### src/design/rpnh_pkg.sv
package rpnh_pkg;

   localparam int POS_W  = 32;
   localparam int DIR_W  = 16;
   localparam int IDX_W  = 10;
   localparam int VCNT_W = 11;
   localparam int THR_W  = 16;
   localparam int CSR_W  = 16;
   localparam int OPD_W  = 33;
   localparam int PROD_W = 2 * OPD_W;
   localparam int ACC_W  = 120;
   localparam int DET_W  = 50;
   localparam int ADET_W = 49;
   localparam int TN_W   = 66;
   localparam int BT_W   = 65;
   localparam int NUM_W  = 82;
   localparam int MAG_W  = 41;
   localparam int SUM_W  = 43;

   localparam logic OP_LOAD  = 1'b0;
   localparam logic OP_QUERY = 1'b1;

   localparam logic CSR_VERTEX_COUNT = 1'b0;
   localparam logic CSR_PARALLEL_THR = 1'b1;

   localparam logic [MAG_W-1:0] HIT_CAP = MAG_W'(1) << 40;

   typedef enum logic [1:0] {
      ACC_NONE,
      ACC_LOAD,
      ACC_ADD
   } acc_op_type;

   typedef struct packed {
      logic busy;
      logic done;
   } div_status_type;

   // 32-bit limbs of a nonnegative t value, as signed multiplier operands
   function automatic logic signed [OPD_W-1:0] t_limb(input logic [BT_W-1:0] t,
                                                      input logic [1:0] i);
      logic signed [OPD_W-1:0] r;
      case (i)
         2'd0: r = {1'b0, t[31:0]};
         2'd1: r = {1'b0, t[63:32]};
         2'd2: r = {32'b0, t[64]};
         default: r = '0;
      endcase
      return r;
   endfunction

   function automatic logic signed [OPD_W-1:0] d_limb(input logic [ADET_W-1:0] d,
                                                      input logic i);
      logic signed [OPD_W-1:0] r;
      if (i) begin
         r = {16'b0, d[48:32]};
      end else begin
         r = {1'b0, d[31:0]};
      end
      return r;
   endfunction

endpackage

### src/design/rpnh_div.sv
module rpnh_div import rpnh_pkg::*; (
   input  logic              clock,
   input  logic              reset,
   input  logic              start,
   input  logic [NUM_W-1:0]  num,
   input  logic [ADET_W-1:0] den,
   output div_status_type    status,
   output logic [NUM_W-1:0]  quo
);

   localparam int CW = $clog2(NUM_W);

   logic [ADET_W-1:0] rem_ff;
   logic [ADET_W-1:0] den_ff;
   logic [NUM_W-1:0]  nq_ff;
   logic [CW-1:0]     cnt_ff;
   logic              busy_ff;
   logic              done_ff;

   logic [ADET_W:0]   trial;
   logic              ge;
   logic [ADET_W:0]   diff;
   logic [ADET_W-1:0] rem_in;

   // restoring division, one quotient bit per cycle
   always_comb begin
      trial  = {rem_ff, nq_ff[NUM_W-1]};
      ge     = trial >= {1'b0, den_ff};
      diff   = trial - {1'b0, den_ff};
      rem_in = ge ? diff[ADET_W-1:0] : trial[ADET_W-1:0];
   end

   always_ff @(posedge clock) begin
      if (reset) begin
         busy_ff <= 1'b0;
         done_ff <= 1'b0;
         cnt_ff  <= '0;
      end else begin
         done_ff <= 1'b0;
         if (start) begin
            rem_ff  <= '0;
            nq_ff   <= num;
            den_ff  <= den;
            cnt_ff  <= '0;
            busy_ff <= 1'b1;
         end else if (busy_ff) begin
            rem_ff <= rem_in;
            nq_ff  <= {nq_ff[NUM_W-2:0], ge};
            cnt_ff <= cnt_ff + 1'b1;
            if (cnt_ff == CW'(NUM_W - 1)) begin
               busy_ff <= 1'b0;
               done_ff <= 1'b1;
            end
         end
      end
   end

   assign status.busy = busy_ff;
   assign status.done = done_ff;
   assign quo         = nq_ff;

endmodule

### config.mk
export PLATFORM = sky130hd
export DESIGN_NAME = rpnh_div
export DESIGN_NICKNAME = d
export VERILOG_FILES = /design/src/design/rpnh_pkg.sv /design/src/design/rpnh_div.sv
export SDC_FILE = /design/constraint.sdc
export NUM_CORES = 1
export LEC_CHECK = 0
export BUFFER_PORTS_ARGS = -buffer_cell sky130_fd_sc_hd__buf_4
export CAP_MARGIN = 25
export CORE_MARGIN = 3
export CORE_UTILIZATION = 35
export CTS_BUF_LIST = sky130_fd_sc_hd__clkbuf_8
export DETAILED_ROUTE_END_ITERATION = 12
export GPL_ROUTABILITY_DRIVEN = 0
export SLEW_MARGIN = 30
export SYNTH_ARGS = -nofsm -noshare
export SYNTH_HDL_FRONTEND = slang
export SYNTH_SLANG_ARGS = --single-unit
### constraint.sdc
create_clock -name clock -period 10.05 [get_ports clock]
set_input_delay 2.01 -clock clock [delete_from_list [all_inputs] [get_ports clock]]
set_output_delay 2.01 -clock clock [all_outputs]
set_load 0.02 [all_outputs]
==> results of run 1 <==
==> sequential cells by signal, indices dropped and copies added, names as in the netlist <==
register and flops:
quo 82, den_ff 49, rem_ff 49, cnt_ff 7
busy_ff 1, done_ff 1
==> tightest hold or removal path, delay by kind of cell, from the launching register on <==
kind / cells / cell delay [ns]
DFF: 1 / 0.33
AOI/OAI and AO/OA: 2 / 0.13
==> worst min-delay path by stage <==
stage,start,endpoint
floorplan,cnt_ff[6]$_SDFFE_PP0P_,cnt_ff[6]$_SDFFE_PP0P_
global placement,cnt_ff[6]$_SDFFE_PP0P_,cnt_ff[6]$_SDFFE_PP0P_
detailed placement,cnt_ff[6]$_SDFFE_PP0P_,cnt_ff[6]$_SDFFE_PP0P_
CTS,cnt_ff[6]$_SDFFE_PP0P_,cnt_ff[6]$_SDFFE_PP0P_
global route,cnt_ff[5]$_SDFFE_PP0P_,cnt_ff[5]$_SDFFE_PP0P_
finish,cnt_ff[6]$_SDFFE_PP0P_,cnt_ff[6]$_SDFFE_PP0P_
==> area by class of cell <==
type                    count  area, um^2
inverters                  70         263
repair buffers            222        1670
multi-input cells         610        4580
clock inverters            15         119
clock buffers              17         234
fillers                  2829       16800
flip-flops and latches    189        5590
well taps                 390         488
==> routing by layer <==
metal / GRT usage, % / routed length [um] / up-vias
li1: - / - / 3745
met1: 20.1 / 11200 / 3567
met2: 27.2 / 12700 / 217
met3: 5.87 / 2180 / 21
met4: 3.62 / 342 / 0
met5: 0 / 0 / -
==> per-stage QoR <==
stage / util, % / worst slack, ns / hold slack, ns / instance area (um^2)
final: 43.5 / 5.99 / 0.499 / 12900
after global routing: 43.5 / 5.66 / 0.535 / 12900
after CTS: 43.5 / 5.94 / 0.506 / 12900
after detailed placement: 42.3 / 5.40 / 0.485 / 12600
after global placement: 42.3 / 5.43 / 0.467 / 12600
after floorplan: - / 1.07 / 0.453 / 10600
==> power breakdown <==
part | leakage [nW] | internal [W] | total, W | switching [W]
registers | 1.79 | 0.000943 | 0.000975 | 0.0000323
logic | 3.40 | 0.000261 | 0.000581 | 0.000320
clock network | 0.183 | 0.000175 | 0.000477 | 0.000302
==> cell families (layout without fill, tap and decap cells) <==
family / after synthesis / count (layout) / share of synthesized area [%]
buf+inv: 116 / 324 / 4.44
mux: 127 / 127 / 13.0
fa+ha+maj: 52 / 52 / 6.21
flops: 189 / 189 / 52.7
xor+xnor: 51 / 51 / 4.21
simple gates: 208 / 208 / 9.06
compound gates: 172 / 172 / 10.5
==> placed cells by master, fill, tap and decap left out, types with 3 or more instances in the layout <==
cell	n
sky130_fd_sc_hd__buf_4	222
sky130_fd_sc_hd__edfxtp_1	180
sky130_fd_sc_hd__nor2_1	85
sky130_fd_sc_hd__mux2_2	82
sky130_fd_sc_hd__inv_1	72
sky130_fd_sc_hd__a21oi_1	57
sky130_fd_sc_hd__ha_1	51
sky130_fd_sc_hd__nand2_1	49
sky130_fd_sc_hd__mux2i_1	45
sky130_fd_sc_hd__o21ai_0	35
sky130_fd_sc_hd__xnor2_1	33
sky130_fd_sc_hd__nand4_1	18
sky130_fd_sc_hd__xor2_1	18
sky130_fd_sc_hd__clkbuf_8	17
sky130_fd_sc_hd__a21o_1	16
sky130_fd_sc_hd__nand3_1	12
sky130_fd_sc_hd__o21bai_1	11
sky130_fd_sc_hd__dfxtp_1	9
sky130_fd_sc_hd__a211oi_1	8
sky130_fd_sc_hd__nor3_1	7
sky130_fd_sc_hd__or3_1	6
sky130_fd_sc_hd__a31oi_1	5
sky130_fd_sc_hd__nand2b_1	5
sky130_fd_sc_hd__o21a_1	5
sky130_fd_sc_hd__and3_1	5
sky130_fd_sc_hd__o211ai_1	3
sky130_fd_sc_hd__a211oi_2	3
sky130_fd_sc_hd__a211o_1	3
sky130_fd_sc_hd__nor4_1	3
sky130_fd_sc_hd__or3b_2	3
sky130_fd_sc_hd__or2_2	3
sky130_fd_sc_hd__nor2b_1	3
sky130_fd_sc_hd__clkinv_4	3
==> synth_stat cells (2+ instances only) <==
master / n / area share [%]
sky130_fd_sc_hd__a21o_1: 16 / 1.1
sky130_fd_sc_hd__mux2i_1: 45 / 4.2
sky130_fd_sc_hd__nor3_1: 7 / 0.33
sky130_fd_sc_hd__o21ai_0: 35 / 1.7
sky130_fd_sc_hd__o31ai_1: 2 / 0.14
sky130_fd_sc_hd__nor2_1: 87 / 3.1
sky130_fd_sc_hd__and4_1: 2 / 0.17
sky130_fd_sc_hd__or3_1: 6 / 0.35
sky130_fd_sc_hd__a2bb2oi_1: 2 / 0.17
sky130_fd_sc_hd__a21oi_1: 57 / 2.7
sky130_fd_sc_hd__or3b_2: 3 / 0.25
sky130_fd_sc_hd__or2_2: 3 / 0.18
sky130_fd_sc_hd__inv_1: 70 / 2.5
sky130_fd_sc_hd__a211oi_2: 3 / 0.35
sky130_fd_sc_hd__a31oi_1: 5 / 0.29
sky130_fd_sc_hd__ha_1: 51 / 6.0
sky130_fd_sc_hd__o211ai_1: 3 / 0.21
sky130_fd_sc_hd__a211o_1: 3 / 0.25
sky130_fd_sc_hd__nor4_1: 3 / 0.18
sky130_fd_sc_hd__xor2_1: 18 / 1.5
sky130_fd_sc_hd__o22ai_1: 2 / 0.12
sky130_fd_sc_hd__mux2_2: 82 / 8.7
sky130_fd_sc_hd__nand3_1: 12 / 0.57
sky130_fd_sc_hd__dfxtp_1: 9 / 1.7
sky130_fd_sc_hd__nor3b_1: 2 / 0.14
sky130_fd_sc_hd__nand4_1: 18 / 1.1
sky130_fd_sc_hd__a21boi_0: 2 / 0.14
sky130_fd_sc_hd__o21bai_1: 12 / 0.85
sky130_fd_sc_hd__buf_6: 2 / 0.21
sky130_fd_sc_hd__a2111oi_0: 2 / 0.17
sky130_fd_sc_hd__xnor2_1: 33 / 2.7
sky130_fd_sc_hd__o2111ai_1: 2 / 0.17
sky130_fd_sc_hd__buf_4: 2 / 0.14
sky130_fd_sc_hd__clkbuf_1: 32 / 1.1
sky130_fd_sc_hd__and3_1: 5 / 0.29
sky130_fd_sc_hd__nand2_1: 49 / 1.7
sky130_fd_sc_hd__a211oi_1: 8 / 0.57
sky130_fd_sc_hd__o21a_1: 5 / 0.35
sky130_fd_sc_hd__edfxtp_1: 180 / 51
sky130_fd_sc_hd__buf_2: 10 / 0.47
sky130_fd_sc_hd__nor2b_1: 3 / 0.18
sky130_fd_sc_hd__nand2b_1: 5 / 0.29
==> flow_summary.toml, run 1 <==
[status]
outcome = "complete, no violations"

[grt]
wire_length_of_the_first_global_routing_pass_um = 42200
grt_max_degree = 73
globalRouteOverflowTotal = 0
gr-usage-all-layers_pct = 16.2
grt_pass1_vias = 7758
antenna_found_initial = 0

[worst_setup_path]
worst-r2r-setup-slack_ns = 6.00
crit_path_end_kind = "flip-flop"
reg2regPathDepth = 12
terminus_of_the_critical_flop_to_flop_path = "rem_ff[35]$_SDFFCE_PP0P_"
r2r_start = "rem_ff[10]$_SDFFCE_PP0P_"
timing.critical_path.required_ns = 10.16
worst_setup_path_start_kind = "input pin"
timing.critical_path.to = "quo[62]$_DFFE_PP_"
critical_path_cell_count = 4
crit_type = "input pin to flip-flop"
critical_path.most_common_cell = "sky130_fd_sc_hd__buf_4"
critPathMaxStageDelay_ns = 0.79
critPathMaxFanout = 66
crit_arrival_ns = 4.17
timing.critical_path.cells = "buf_4 -> nor2_1 -> nor2_4 -> buf_4"
cp.buffers_inverters = 2
critical-path-slowest-cell = "sky130_fd_sc_hd__buf_4"
startpoint = "start"
crit_family = "buffers and inverters"

[synth]
postSynth.asyncResetShare_pct = 0
synth_seq_cells = 189
postSynthCellCount = 915
synth.distinct_cells = 59
syn_avg_cell_area_um2 = 11.6
synth-edff-count = 180
yosys_warnings = 0
syn-cell-area_um2 = 10600
yosys_most_used_dff = "sky130_fd_sc_hd__edfxtp_1"
mapped_nets = 1101
yosysSeqAreaShare_pct = 52.7

[cts]
hold_buffers = 0
clock_sink_count = 189
setup_buffers_after_cts = 0
numCtsBuffers = 17
clkTransAtPathRegs_ns = 0.10
clock_insertion_delay_worst_skew_ns = 0.48
ctsHtreeMaxLevel = 4
cts.repair.resized = 0
max-clock-path-buffers = 2
cts.root.buffer_cell = "sky130_fd_sc_hd__clkbuf_8"
tritoncts_clock_tree = "built"

[sta]
final_min_period_over_clock_period_pct = 40.4
clock-skew-final_ns = 0.0200
finalSetupViolations = 0
timing.final.crit_period_ns = 4.06
worst-slew-pin-transition_ns = 0.914
timing.fmax_mhz = 246
maxSlewHeadroom_pct = 39.1
setup_tns_ns = 0
rsz0062_at_grt = "no"
hold_viol = 0
timing.final.max_slew_violations = 0

[die]
fp.dieW_um = 180
rows = 63
die_area_um2 = 32400
vertical_extent_of_the_die_um = 180
floorplan.io_pins = 218
core_um2 = 29700
initial_core_util_pct = 35.7

[place]
port_buffers = 217
hpwl_um = 19900
numPlacedInstances = 1481

[drt]
drt_pre_antenna_iters = 5
avgViaCountPerCell = 4.99
drt_iter0_markers = 402
route.antenna.remaining_nets = 0
drt_drc_violations_left = 0
dr_total_vias = 7550
detail_route.wl_per_cell_um = 17.4
totalWireLength_um = 26400

[power_and_ir_drop]
report.power.total_w = 0.00203
worst_ir_drop_vdd_uv = 102
pwr_density_cell_nw_per_um2 = 157
cellLeakagePower_nw = 5.38

[worst_hold_path]
min-delay-path-class = "flip-flop to flip-flop"
hold_path_depth = 2

[flow_run]
max_cap_viol_count = 0

[final_layout]
final_layout_size_suffix_gt1_share_pct = 31.2
insertedDiodeCount = 0
final_nets = 1296
synthToLayoutAreaGrowth_pct = 21.9
finish.cell_count_without_fillers = 1513
No activity file was read; power rests on OpenSTA's default activity.
==> run 2, diff against run 1 <==
--- a/config.mk
+++ b/config.mk
@@ -5,6 +5,7 @@
 export SDC_FILE = /design/constraint.sdc
 export NUM_CORES = 1
 export LEC_CHECK = 0
+export ABC_AREA = 1
 export BUFFER_PORTS_ARGS = -buffer_cell sky130_fd_sc_hd__buf_4
 export CAP_MARGIN = 25
 export CORE_MARGIN = 3
==> constraint.sdc (replaced) <==
create_clock -name clock -period 3.9 [get_ports clock]
set_input_delay 0.78 -clock clock [delete_from_list [all_inputs] [get_ports clock]]
set_output_delay 0.78 -clock clock [all_outputs]
set_load 0.02 [all_outputs]
==> run 2 against run 1 <==
Compared with the run above:
- clock power rose to 2.8 times the previous value
- sequential share of layout area decreased by 4.5 points
- sequential power grew to 2.7 times the previous value
- final cell count rose by 51%
- critical path type is now flip-flop to flip-flop
- largest cell class unchanged
- highest routed layer unchanged
==> flow_summary.toml, run 2 <==
[power_and_ir_drop]
p_clk_share_pct = 21.9
power.net_switching_w = 0.00232
pwr_density_cell_nw_per_um2 = 418
power_frac_comb_pct = 34.9
internal_dissipation_w = 0.00372
worst_ir_drop_vdd_uv = 209
cellLeakagePower_nw = 7.41
power.sequential.fraction_pct = 43.2
sw_frac_of_total_pct = 38.4

[sta]
finalSetupViolations = 0
hold_viol = 0
clock-skew-final_ns = 0.0274
timing.final.crit_period_ns = 3.00
rsz0062_at_grt = "no"
maxSlewHeadroom_pct = 41.7
worst-slew-pin-transition_ns = 0.874
timing.fmax_mhz = 333
timing.final.max_slew_violations = 0
hold-worst-slack_ns = 0.436
final_min_period_over_clock_period_pct = 77.0
setup_tns_ns = 0

[die]
initial_core_util_pct = 35.6
core_um2 = 33600
vertical_extent_of_the_die_um = 191
rows = 67
die_area_um2 = 36500
fp.dieW_um = 191
floorplan.io_pins = 218

[worst_setup_path]
critPathMaxFanout = 32
timing.critical_path.cells = "inv_1 -> ha_1 -> inv_1 -> fa_1 -> nand2_1 -> nand2_1 -> nand3b_1 -> nand2_2 -> nand2_1 -> nand2_2 -> nand2_1 -> nand2_2 -> nand2_2 -> nand3_4 -> inv_4 -> nor2_1 -> nor2_1"
worst-r2r-setup-slack_ns = 0.90
r2r_start = "quo[81]$_DFFE_PP_"
cp.buffers_inverters = 3
crit_arrival_ns = 3.36
timing.critical_path.to = "rem_ff[28]$_SDFFCE_PP0P_"
timing.critical_path.required_ns = 4.26
critical_path_cell_count = 17
worst_setup_path_start_kind = "flip-flop"
critPathMaxStageDelay_ns = 0.43
crit_family = "simple AND/OR/NAND/NOR gates"
reg2regPathDepth = 17
crit_type = "flip-flop to flip-flop"
critical-path-slowest-cell = "sky130_fd_sc_hd__fa_1"
startpoint = "quo[81]$_DFFE_PP_"
terminus_of_the_critical_flop_to_flop_path = "rem_ff[28]$_SDFFCE_PP0P_"
crit_path_end_kind = "flip-flop"

[final_layout]
multiInputGateArea_um2 = 5150
most_common_library_cell_in_the_layout_ignoring_fill_and_taps = "sky130_fd_sc_hd__nand2_1"
finalCoreUtilization_pct = 43.0
synthToLayoutAreaGrowth_pct = 20.7
largest_reg_flops = 82
final_nets = 2007
final_layout_size_suffix_gt1_share_pct = 15.5
seq_area_um2 = 5590
insertedDiodeCount = 0
final.fill_count = 3494
layout.cells.most_common_list = "672 x sky130_fd_sc_hd__nand2_1, 275 x sky130_fd_sc_hd__inv_1, 223 x sky130_fd_sc_hd__buf_4, 180 x sky130_fd_sc_hd__edfxtp_1, 151 x sky130_fd_sc_hd__nor2_1"

[synth]
synth_top_cells_by_area = "sky130_fd_sc_hd__edfxtp_1 45%, sky130_fd_sc_hd__nand2_1 21%, sky130_fd_sc_hd__inv_1 8.6%"
yosys.cell_count.top_type = "sky130_fd_sc_hd__nand2_1"
postSynthCellCount = 1612
syn-cell-area_um2 = 12000
yosys_warnings = 0
synth-edff-count = 180
yosysTopAreaCellShare_pct = 45.2
yosys-top-cells-count = "672 x sky130_fd_sc_hd__nand2_1, 275 x sky130_fd_sc_hd__inv_1, 180 x sky130_fd_sc_hd__edfxtp_1, 152 x sky130_fd_sc_hd__nor2_1, 51 x sky130_fd_sc_hd__ha_1"
syn_avg_cell_area_um2 = 7.43
synth.largest_area_cell = "sky130_fd_sc_hd__edfxtp_1"
postSynth.asyncResetShare_pct = 0
synth_seq_cells = 189
yosys_most_used_dff = "sky130_fd_sc_hd__edfxtp_1"
synth.distinct_cells = 38
yosysSeqAreaShare_pct = 46.7
mapped_nets = 1798

[cts]
tritoncts_clock_tree = "built"
numCtsBuffers = 17
hold_buffers = 0
clock_insertion_delay_worst_skew_ns = 0.52
clkTransAtPathRegs_ns = 0.12
clock_sink_count = 189
max-clock-path-buffers = 2
cts.repair.resized = 0
cts.root.buffer_cell = "sky130_fd_sc_hd__clkbuf_8"
ctsHtreeMaxLevel = 4
setup_buffers_after_cts = 0

[grt]
grt_max_degree = 132
wire_length_of_the_first_global_routing_pass_um = 54400
globalRouteOverflowTotal = 0
antenna_found_initial = 0
gr-usage-all-layers_pct = 19.0
grt_pass1_vias = 10600

[place]
port_buffers = 217
hpwl_um = 26100

[drt]
route.antenna.remaining_nets = 0
totalWireLength_um = 34200
avgViaCountPerCell = 4.64
drt_iter0_markers = 742
detail_route.wl_per_cell_um = 15.0
drt_drc_violations_left = 0
dr_total_vias = 10600
drt_pre_antenna_iters = 6

[status]
outcome = "complete, no violations"

[worst_hold_path]
min-delay-path-class = "input pin to flip-flop"

[flow_run]
max_cap_viol_count = 0
-- run 2: changes by cell type after synthesis, sizes merged, moves of 30 or more --
| cell | delta |
|---|---|
| nand2 | +629 |
| xnor2 | -30 |
| nand3 | +36 |
| mux2 | -82 |
| nor2 | +74 |
| mux2i | -45 |
| inv | +213 |
-- run 2: cell families after synthesis --
kind of cell / Yosys count / share of synthesized area, %
xor gates and xnor gates: 28 / 2.05
adders and majority gates: 52 / 5.50
and+or+nand+nor: 936 / 31.4
DFF: 189 / 46.7
AOI/OAI and AO/OA: 89 / 3.96
buffers and inverters: 318 / 10.5
-- run 2: cell type report --
cell class	instances	share of cell area [%]
inverters	284	7.41
multi-input cells	1105	35.7
clock inverters	15	1.06
clock buffers	17	1.62
well taps	448	3.88
repair buffers	224	11.7
flip-flops and latches	189	38.7
-- run 2: worst min path at each step --
stage,start,end,cells after the start
finish,den[22],den_ff[22]$_DFFE_PP_,1
global route,den[34],den_ff[34]$_DFFE_PP_,1
CTS,den[34],den_ff[34]$_DFFE_PP_,1
detailed placement,cnt_ff[6]$_SDFFE_PP0P_,cnt_ff[6]$_SDFFE_PP0P_,1
global placement,cnt_ff[6]$_SDFFE_PP0P_,cnt_ff[6]$_SDFFE_PP0P_,1
floorplan,cnt_ff[6]$_SDFFE_PP0P_,cnt_ff[6]$_SDFFE_PP0P_,1
-- run 2: per-stage QoR --
stage               area [um^2]  setup slack (ns)  cells  total power, W
floorplan                 12000             0.121   1612         0.00410
global placement          14100              1.00   2250         0.00473
detailed placement        14100             0.908   2250         0.00475
CTS                       14400             0.852   2282         0.00611
global route              14400             0.621   2282         0.00647
finish                    14400             0.897   2282         0.00604
-- run 2: power by group through the flow --
stage	combinational (W)	sequential [W]	clock [W]
CTS	0.00211	0.00261	0.00139
finish	0.00211	0.00261	0.00132
detailed placement	0.00210	0.00265	0
global placement	0.00208	0.00265	0
floorplan	0.00138	0.00272	0
global route	0.00239	0.00264	0.00144
-- run 2: routing by layer --
| layer | vias to the layer above | track usage, % | routed length, um |
|---|---|---|---|
| li1 | 5403 | - | - |
| met1 | 4837 | 23.8 | 15000 |
| met2 | 317 | 31.2 | 15900 |
| met3 | 42 | 5.76 | 2540 |
| met4 | 0 | 6.32 | 853 |
| met5 | - | 0 | 0 |
